[config.mk]
export PLATFORM = sky130hd
export DESIGN_NAME = cma_mac
export DESIGN_NICKNAME = d
export VERILOG_FILES = /design/src/sv/cma_pkg.sv /design/src/sv/cma_mac.sv
export SDC_FILE = /design/constraint.sdc
export NUM_CORES = 1
export LEC_CHECK = 0
export ABC_AREA = 1
export BUFFER_PORTS_ARGS = -buffer_cell sky130_fd_sc_hd__buf_2
export CORE_MARGIN = 2
export CORE_UTILIZATION = 55
export CTS_CLUSTER_SIZE = 12
export DETAILED_ROUTE_END_ITERATION = 6
export GPL_TIMING_DRIVEN = 0
export HOLD_SLACK_MARGIN = 0.03
export PLACE_DENSITY = 0.81
export SLEW_MARGIN = 10
export SYNTH_ARGS = -nofsm -noshare
export SYNTH_HDL_FRONTEND = slang
export SYNTH_SLANG_ARGS = --single-unit
[constraint.sdc]
create_clock -name aclk -period 11 [get_ports aclk]
set_clock_uncertainty 0.15 [all_clocks]
set_input_delay 1.65 -clock aclk [delete_from_list [all_inputs] [get_ports aclk]]
set_output_delay 1.65 -clock aclk [all_outputs]
set_load 0.02 [all_outputs]
[src/sv/cma_pkg.sv]
// Package for the cascaded moving-average unit.
// Item structs, field widths, register indexes and fixed arithmetic constants.
// No dependencies.
`default_nettype none

package cma_pkg;

    localparam int SAMPLE_BITS   = 16;
    localparam int CHAN_BITS     = 2;
    localparam int WLEN_BITS     = 9;
    localparam int GAIN_BITS     = 17;
    localparam int COUNT_BITS    = 3;
    localparam int CFG_DATA_BITS = 17;
    localparam int CFG_IDX_BITS  = 2;

    // running sum is four bits wider than a sample; a scaled value needs one guard bit
    localparam int SUM_BITS    = SAMPLE_BITS + 4;
    localparam int SCALED_BITS = SAMPLE_BITS + 1;
    localparam int FRAC_BITS   = 16;
    localparam int ROUND_HALF  = 32768;

    localparam logic [CFG_IDX_BITS-1:0] REG_WINDOW_LENGTH = 2'd0;
    localparam logic [CFG_IDX_BITS-1:0] REG_WINDOW_GAIN   = 2'd1;
    localparam logic [CFG_IDX_BITS-1:0] REG_STAGE_COUNT   = 2'd2;
    localparam logic [CFG_IDX_BITS-1:0] REG_CHANNEL_COUNT = 2'd3;

    typedef struct packed {
        logic signed [SAMPLE_BITS-1:0] sample_in;
        logic [CHAN_BITS-1:0]          channel_in;
    } in_item_t;

    typedef struct packed {
        logic signed [SAMPLE_BITS-1:0] sample_out;
        logic [CHAN_BITS-1:0]          channel_out;
    } out_item_t;

endpackage

`default_nettype wire

[src/sv/cma_mac.sv]
// Shared scale-and-accumulate unit: registered multiply with rounding, then
// running-sum update and Q1.15 saturation. Uses cma_pkg.
`default_nettype none

module cma_mac (
    input  wire logic                                  aclk,
    input  wire logic                                  mul_en,
    input  wire logic signed [cma_pkg::SAMPLE_BITS-1:0] x_in,
    input  wire logic [cma_pkg::GAIN_BITS-1:0]          gain,
    input  wire logic signed [cma_pkg::SUM_BITS-1:0]    sum_in,
    input  wire logic signed [cma_pkg::SCALED_BITS-1:0] ring_in,
    output logic signed [cma_pkg::SCALED_BITS-1:0]      scaled_out,
    output logic signed [cma_pkg::SUM_BITS-1:0]         sum_out,
    output logic signed [cma_pkg::SAMPLE_BITS-1:0]      sat_out
);
    import cma_pkg::*;

    localparam int PROD_BITS = SAMPLE_BITS + GAIN_BITS + 1;
    localparam logic signed [SUM_BITS-1:0] SAT_HI = SUM_BITS'((2 ** (SAMPLE_BITS - 1)) - 1);
    localparam logic signed [SUM_BITS-1:0] SAT_LO = SUM_BITS'(-(2 ** (SAMPLE_BITS - 1)));

    logic signed [PROD_BITS-1:0] x_ext;
    logic signed [PROD_BITS-1:0] gain_ext;
    logic signed [PROD_BITS-1:0] prod_next;
    logic signed [PROD_BITS-1:0] prod_reg;

    assign x_ext     = PROD_BITS'(x_in);
    assign gain_ext  = PROD_BITS'($signed({1'b0, gain}));
    assign prod_next = x_ext * gain_ext + PROD_BITS'(ROUND_HALF);

    always_ff @(posedge aclk) begin
        if (mul_en) begin
            prod_reg <= prod_next;
        end
    end

    // division by 2^16 is an arithmetic shift; with the added half it rounds to nearest, ties upward
    assign scaled_out = prod_reg[FRAC_BITS +: SCALED_BITS];
    assign sum_out    = sum_in + SUM_BITS'(scaled_out) - SUM_BITS'(ring_in);

    always_comb begin
        if (sum_out > SAT_HI) begin
            sat_out = SAT_HI[SAMPLE_BITS-1:0];
        end else if (sum_out < SAT_LO) begin
            sat_out = SAT_LO[SAMPLE_BITS-1:0];
        end else begin
            sat_out = sum_out[SAMPLE_BITS-1:0];
        end
    end

endmodule

`default_nettype wire
==> results of run 1 <==
[per-stage QoR]
step | cells | instance area [µm²] | utilization [%] | setup WS, ns | hold WS (ns)
after floorplan | 1605 | 11900 | - | 4.04 | 1.61
after global placement | 1979 | 12800 | 60.4 | 3.16 | 1.95
after detailed placement | 1979 | 12800 | 60.4 | 3.12 | 1.95
after CTS | 1983 | 12800 | 60.7 | 3.35 | 1.70
after global routing | 1983 | 12800 | 60.7 | 2.96 | 1.72
final | 1983 | 12800 | 60.7 | 3.27 | 1.69
[synthesized netlist by cell type, types with 9 or more instances]
library cell,number
inv_1,495
nand2_1,402
fa_1,226
ha_1,137
clkbuf_1,57
nor2_1,54
a21oi_1,51
nand3_1,23
o21ai_0,22
nand2_2,18
xor2_1,18
edfxtp_1,17
xnor2_1,15
a21o_1,9
[kinds of logic (layout without fill, tap and decap cells)]
family | Yosys count | in the layout | synth area share (%)
AO/OA/AOI/OAI | 96 | 96 | 4.50
flip-flops | 17 | 17 | 4.28
AND/OR/NAND/NOR | 539 | 539 | 18.8
XOR/XNOR | 33 | 33 | 2.42
adder cells (fa/ha/maj) | 363 | 363 | 52.3
buffers and inverters | 557 | 660 | 17.7
[layout by cell type, fill, tap and decap left out, drive strengths merged]
cell type,synthesis,layout
nor2,60,60
o21a,1,1
nand2,421,421
or2,5,5
nand4,4,4
and2,2,2
and3,1,1
xor2,18,18
xnor2,15,15
nand3,30,30
clkinv,1,1
ha,137,137
o221ai,1,1
nor3,8,8
a21o,9,9
nand3b,2,2
edfxtp,17,17
o21ai,23,23
a31oi,3,3
clkbuf,58,62
o211ai,2,2
a21oi,54,54
o21bai,3,3
inv,496,496
fa,226,226
buf,2,101
nor4,6,6
[worst max-delay path, stage by stage]
cell,delay (ns)
clkbuf_1,0.43
clkbuf_1,0.56
nand2_1,0.15
fa_1,0.51
fa_1,0.54
fa_1,0.51
inv_1,0.07
fa_1,0.53
fa_1,0.50
inv_1,0.05
fa_1,0.52
inv_1,0.06
ha_1,0.36
nand2_1,0.10
nor2_1,0.11
inv_1,0.05
o21ai_0,0.28
nand2_1,0.09
nand3_1,0.20
nand4_1,0.15
nand3_1,0.10
nand2_1,0.05
[how the worst min path moves through the flow]
stage,start,to,slack (ns),cells past startpoint
after global routing,mul_en,prod_reg[31]$_DFFE_PP_,1.72,1
after global placement,mul_en,prod_reg[28]$_DFFE_PP_,1.95,1
final,mul_en,prod_reg[28]$_DFFE_PP_,1.69,1
after detailed placement,mul_en,prod_reg[29]$_DFFE_PP_,1.95,1
after floorplan,mul_en,prod_reg[16]$_DFFE_PP_,1.61,0
after CTS,mul_en,prod_reg[29]$_DFFE_PP_,1.70,1
[metal layers]
layer	wire length [µm]	part of all wire, %	global-route usage [%]	vias up
li1	-	-	-	4800
met1	12300	40	33.3	4852
met2	15000	49	50.8	412
met3	2410	7.8	5.18	78
met4	1020	3.3	8.60	2
met5	10	0.033	0	-
[layout make-up]
type                       instances  share of cell area (%)
inverter                         497                    14.5
timing repair buffer              99                    3.86
sequential                        17                    3.97
buffer                            60                    1.95
multi-input combinational       1031                    72.4
clock buffer                       4                   0.613
tap                              275                    2.68
==> out/results.ini, run 1 <==
[outcome]
status = finished clean

[yosys]
yosysTopAreaCellShare_pct = 37.9
synth_top_area_cell = fa_1
synth-edff-count = 17
ys_warn_count = 0
synth-main-ff-cell = edfxtp_1
async_reset_ff_share_pct = 0
ys_seq_elements = 17
post_synth_main_area_contributors = fa_1, inv_1, ha_1
ys_types = 38
syn_nets = 2040
syn_area_mm2 = 0.0119
avgSynthCellArea_um2 = 7.43
synthCells = 1605
synth-seq-area-share_pct = 4.28

[worst_hold_path]
hp-class = input pin to register

[setup_path]
arrival_ns = 7.58
crit_required_ns = 10.85
start_kind = input pin
crit_start = x_in[3]
path_class = input pin to register
end_kind = register
critPathMaxFanout = 10
endpoint = prod_reg[26]$_DFFE_PP_

[floorplanning]
start_util_pct = 56.4
fp-row-count = 53
coreArea_mm2 = 0.0212
ios = 125
die-area_mm2 = 0.0229
fp.dieW_um = 151
die_height_um = 151

[timing]
relSlewSlack_pct = 51.4
rsz0062_at_grt = no
fmax_ghz = 0.129
fin_crit_sh_pct = 70.3
setup_viol = 0
hold_viol_final = 0
period_minus_slack_ns = 7.73
slew_violations = 0
worst_slew_pin_slew_ns = 0.730
setup_tns_ns = 0

[cells_and_area]
finalNetCount = 2144
largest_reg_flops = 17
multi_input_area_mm2 = 0.00930
fillCellCount = 1933
regArea_um2 = 510
layout-drive-gt1-share_pct = 8.61
antennaDiodeCount = 0
area_growth_pct = 7.70

[cts]
cts_tree = done
cts_buffer_depth = 2
post_cts_buffers = 0
hold_buffers = 0
root_buffer = clkbuf_16
htree_num_levels = 1
cts.repair.resized = 0
clk_pin_slew_ns = 0.05
cts_buffers = 3
clock_sinks = 17

[global_route]
track_usage_pct = 27.9
grt_pass1_wl_mm = 49.6
grt_antenna_before_repair = 1
grt_max_degree = 18
grt_pass1_vias = 10500
grt_overflow = 0

[route]
num_vias = 10100
drt-initial-drc-count = 721
viasPerCell = 5.12
ant_nets = 0
wl_mm = 30.8
drt_pass1_iterations = 7
drcViolationCount = 0
drt-wirelength-per-cell_um = 15.5

[placed_design]
port_buffers = 99
hpwl_mm = 26.9
gp_congestion = 0.982

[job]
maxCapViolCount = 0

Power of run 1 is left out: the tool's default activity adds up to more than one toggle a clock period on the data nets, which glitch-free logic cannot reach.
==> inputs of run 2 (changes only) <==
Settings changed: ABC_AREA 1 to 0, PLACE_DENSITY 0.81 to 0.82.
Clock period 11 ns to 7.8 ns, I/O delays scaled along.
==> run 2 against run 1 <==
Worst setup slack worse by 3.0 ns. Critical endpoint is now prod_reg[32]$_DFFE_PP_. Synthesized area is 7.6% lower. Critical path depth shrank 1. Sequential share of layout area up 0.26 points. Die area is 7.4% lower. Routed wire length fell by 11%. First-iteration DRC count is 27% lower. Synthesized cell count down 23%. Flip-flop and latch count unchanged.
==> out/results.ini, run 2 <==
[outcome]
status = finished clean

[floorplanning]
start_util_pct = 56.2  ; -0.15 points
fp.dieW_um = 146  ; -3.8%
coreArea_mm2 = 0.0196  ; -7.4%
ios = 125  ; unchanged
die-area_mm2 = 0.0212  ; -7.4%
fp-row-count = 51  ; -3.8%
die_height_um = 146  ; -3.8%

[setup_path]
arrival_ns = 7.41  ; -0.17 ns
end_kind = register
path_class = input pin to register
critPathMaxFanout = 10  ; unchanged
start_kind = input pin
crit_required_ns = 7.70  ; -3.15 ns

[timing]
slew_violations = 0  ; unchanged
worst_slew_pin_slew_ns = 0.729  ; -0.00120 ns
hold_viol_final = 0  ; unchanged
fin_crit_sh_pct = 96.2
rsz0062_at_grt = no
setup_viol = 0  ; unchanged
relSlewSlack_pct = 50.9  ; -0.43 points
setup_tns_ns = 0  ; unchanged
fmax_ghz = 0.133
period_minus_slack_ns = 7.50

[cts]
post_cts_buffers = 0  ; unchanged
cts_buffers = 3  ; unchanged
clock_sinks = 17  ; unchanged
cts_tree = done
htree_num_levels = 1  ; unchanged
cts_buffer_depth = 2  ; unchanged
clk_pin_slew_ns = 0.06  ; about the same
root_buffer = clkbuf_16

[global_route]
grt_overflow = 0  ; unchanged
grt_pass1_vias = 9108  ; -13%
grt_max_degree = 18  ; unchanged
track_usage_pct = 26.3  ; -1.6 points
grt_antenna_before_repair = 0  ; -1
grt_pass1_wl_mm = 44.7  ; -9.9%

[route]
wl_met2_mm = 13.5  ; -10%
drt-initial-drc-count = 527  ; -27%
wl_mm = 27.3  ; -11%
met1_length_mm = 10.9  ; -11%
ant_nets = 0  ; unchanged
num_vias = 8696  ; -14%
viasPerCell = 5.37  ; +5.1%
drt-wirelength-per-cell_um = 16.8  ; +8.6%
top_layer = met4
wl_met3_mm = 1.96  ; -19%
drt_pass1_iterations = 5  ; -2
drcViolationCount = 0  ; unchanged

[cells_and_area]
area_growth_pct = 9.40
finalNetCount = 1789  ; -17%
fin_area_mm2 = 0.0121  ; -6.2%
final_common_cell = inv_1
layout-drive-gt1-share_pct = 12.9  ; +4.3 points
layout_common_cells = inv_1, fa_1, nand2_1, ha_1, and2_1
antennaDiodeCount = 0  ; unchanged
fillCellCount = 1644  ; -15%
regArea_um2 = 510  ; unchanged
largest_reg_flops = 17  ; unchanged
multi_input_area_mm2 = 0.00914  ; -1.8%

[worst_hold_path]
worstHoldPathCells = 1  ; unchanged
hp-class = input pin to register
hold_end = prod_reg[29]$_DFFE_PP_
hp-start = mul_en

[yosys]
syn_area_mm2 = 0.0110  ; -7.6%
synthCells = 1239  ; -23%
synth_top_area_cell = fa_1
ys_types = 53  ; +39%
avgSynthCellArea_um2 = 8.89  ; +20%
yosysTopAreaCellShare_pct = 41.1  ; +3.1 points
ys_seq_elements = 17  ; unchanged
syn_nets = 1674  ; -18%
synthTopCellsByCount = inv_1, fa_1, nand2_1, ha_1, and2_1
yosysMostFrequentCell = inv_1
ys_warn_count = 0  ; unchanged
post_synth_main_area_contributors = fa_1, ha_1, inv_1
synth-edff-count = 17  ; unchanged
synth-seq-area-share_pct = 4.63  ; +0.35 points
async_reset_ff_share_pct = 0  ; unchanged
synth-main-ff-cell = edfxtp_1

[job]
maxCapViolCount = 0  ; unchanged

[placed_design]
gp_congestion = 0.926  ; -5.6%
hpwl_mm = 23.8  ; -11%
placed_area_mm2 = 0.0120  ; -6.3%
port_buffers = 122  ; +23%

[run 2: changes by cell type in the layout (fill, tap and decap cells not counted), sizes merged, moves of 27 or more]
| cell | before | now |
|---|---|---|
| and2 | 2 | 128 |
| nand2 | 421 | 139 |
| clkbuf | 62 | 23 |
| inv | 496 | 331 |
| nor2 | 60 | 30 |
| buf | 101 | 128 |
[run 2: worst max-delay path, stage by stage]
cell and delay [ns]:
buf_2 0.22, clkbuf_2 0.31, nand2_1 0.12, fa_1 0.52, fa_1 0.53, fa_1 0.54
inv_1 0.06, fa_1 0.49, fa_1 0.49, inv_1 0.05, fa_1 0.47, inv_1 0.04
ha_1 0.33, a211oi_2 0.27, o21ai_0 0.17, nor4_2 0.38, a311oi_2 0.23, o211ai_1 0.33
nand2_1 0.17, a21o_1 0.21, a311oi_1 0.32
[run 2: layout make-up]
cell class	instances	share of cell area, %
inverters	331	10.3
flip-flops and latches	17	4.23
clock buffers	3	0.623
well taps	265	2.75
clock inverters	1	0.0623
plain buffers	26	1.17
multi-input cells	853	75.8
repair buffers	122	5.06
[run 2: how the worst max path moves through the flow]
| stage | start | to | slack (ns) | cells after the start |
|---|---|---|---|---|
| 2_1_floorplan | x_in[8] | prod_reg[26]$_DFFE_PP_ | 0.61 | 23 |
| 3_3_place_gp | x_in[9] | prod_reg[27]$_DFFE_PP_ | -0.44 | 23 |
| 3_5_place_dp | x_in[9] | prod_reg[27]$_DFFE_PP_ | -0.70 | 23 |
| 4_1_cts | gain[4] | prod_reg[27]$_DFFE_PP_ | 0.01 | 21 |
| 5_1_grt | gain[16] | prod_reg[26]$_DFFE_PP_ | 0.04 | 21 |
| 6_report | x_in[2] | prod_reg[32]$_DFFE_PP_ | 0.30 | 21 |
[run 2: kinds of logic after synthesis]
logic type	synth area share, %
buffers and inverters	12.7
adder cells (fa/ha/maj)	56.6
AND/OR/NAND/NOR	15.6
AO/OA/AOI/OAI	7.68
XOR/XNOR	2.78
flip-flops	4.63
[run 2: stage by stage]
stage / setup WS [ns] / instances / utilization [%] / hold WS (ns)
final: 0.297 / 1618 / 61.5 / 1.22
after global routing: 0.0387 / 1618 / 61.5 / 1.23
after floorplan: 0.614 / 1239 / - / 1.13
after global placement: -0.444 / 1626 / 61.1 / 1.47
after CTS: 0.0147 / 1624 / 61.4 / 1.22
after detailed placement: -0.699 / 1626 / 61.1 / 1.49
[run 2: what timing repair did]
item,CTS,global route
hold buffers,0,0
gates cloned,0,0
gates resized for setup,9,25
setup endpoints to repair,11,10
pin swaps,0,2
[run 2: metal layers]
layer  vias up  track usage [%]
met4         0             6.81
met5         -                0
met3        70             3.61
met1      4347             34.9
li1       3949                -
met2       330             45.7
Power of run 2 is left out for the same reason.
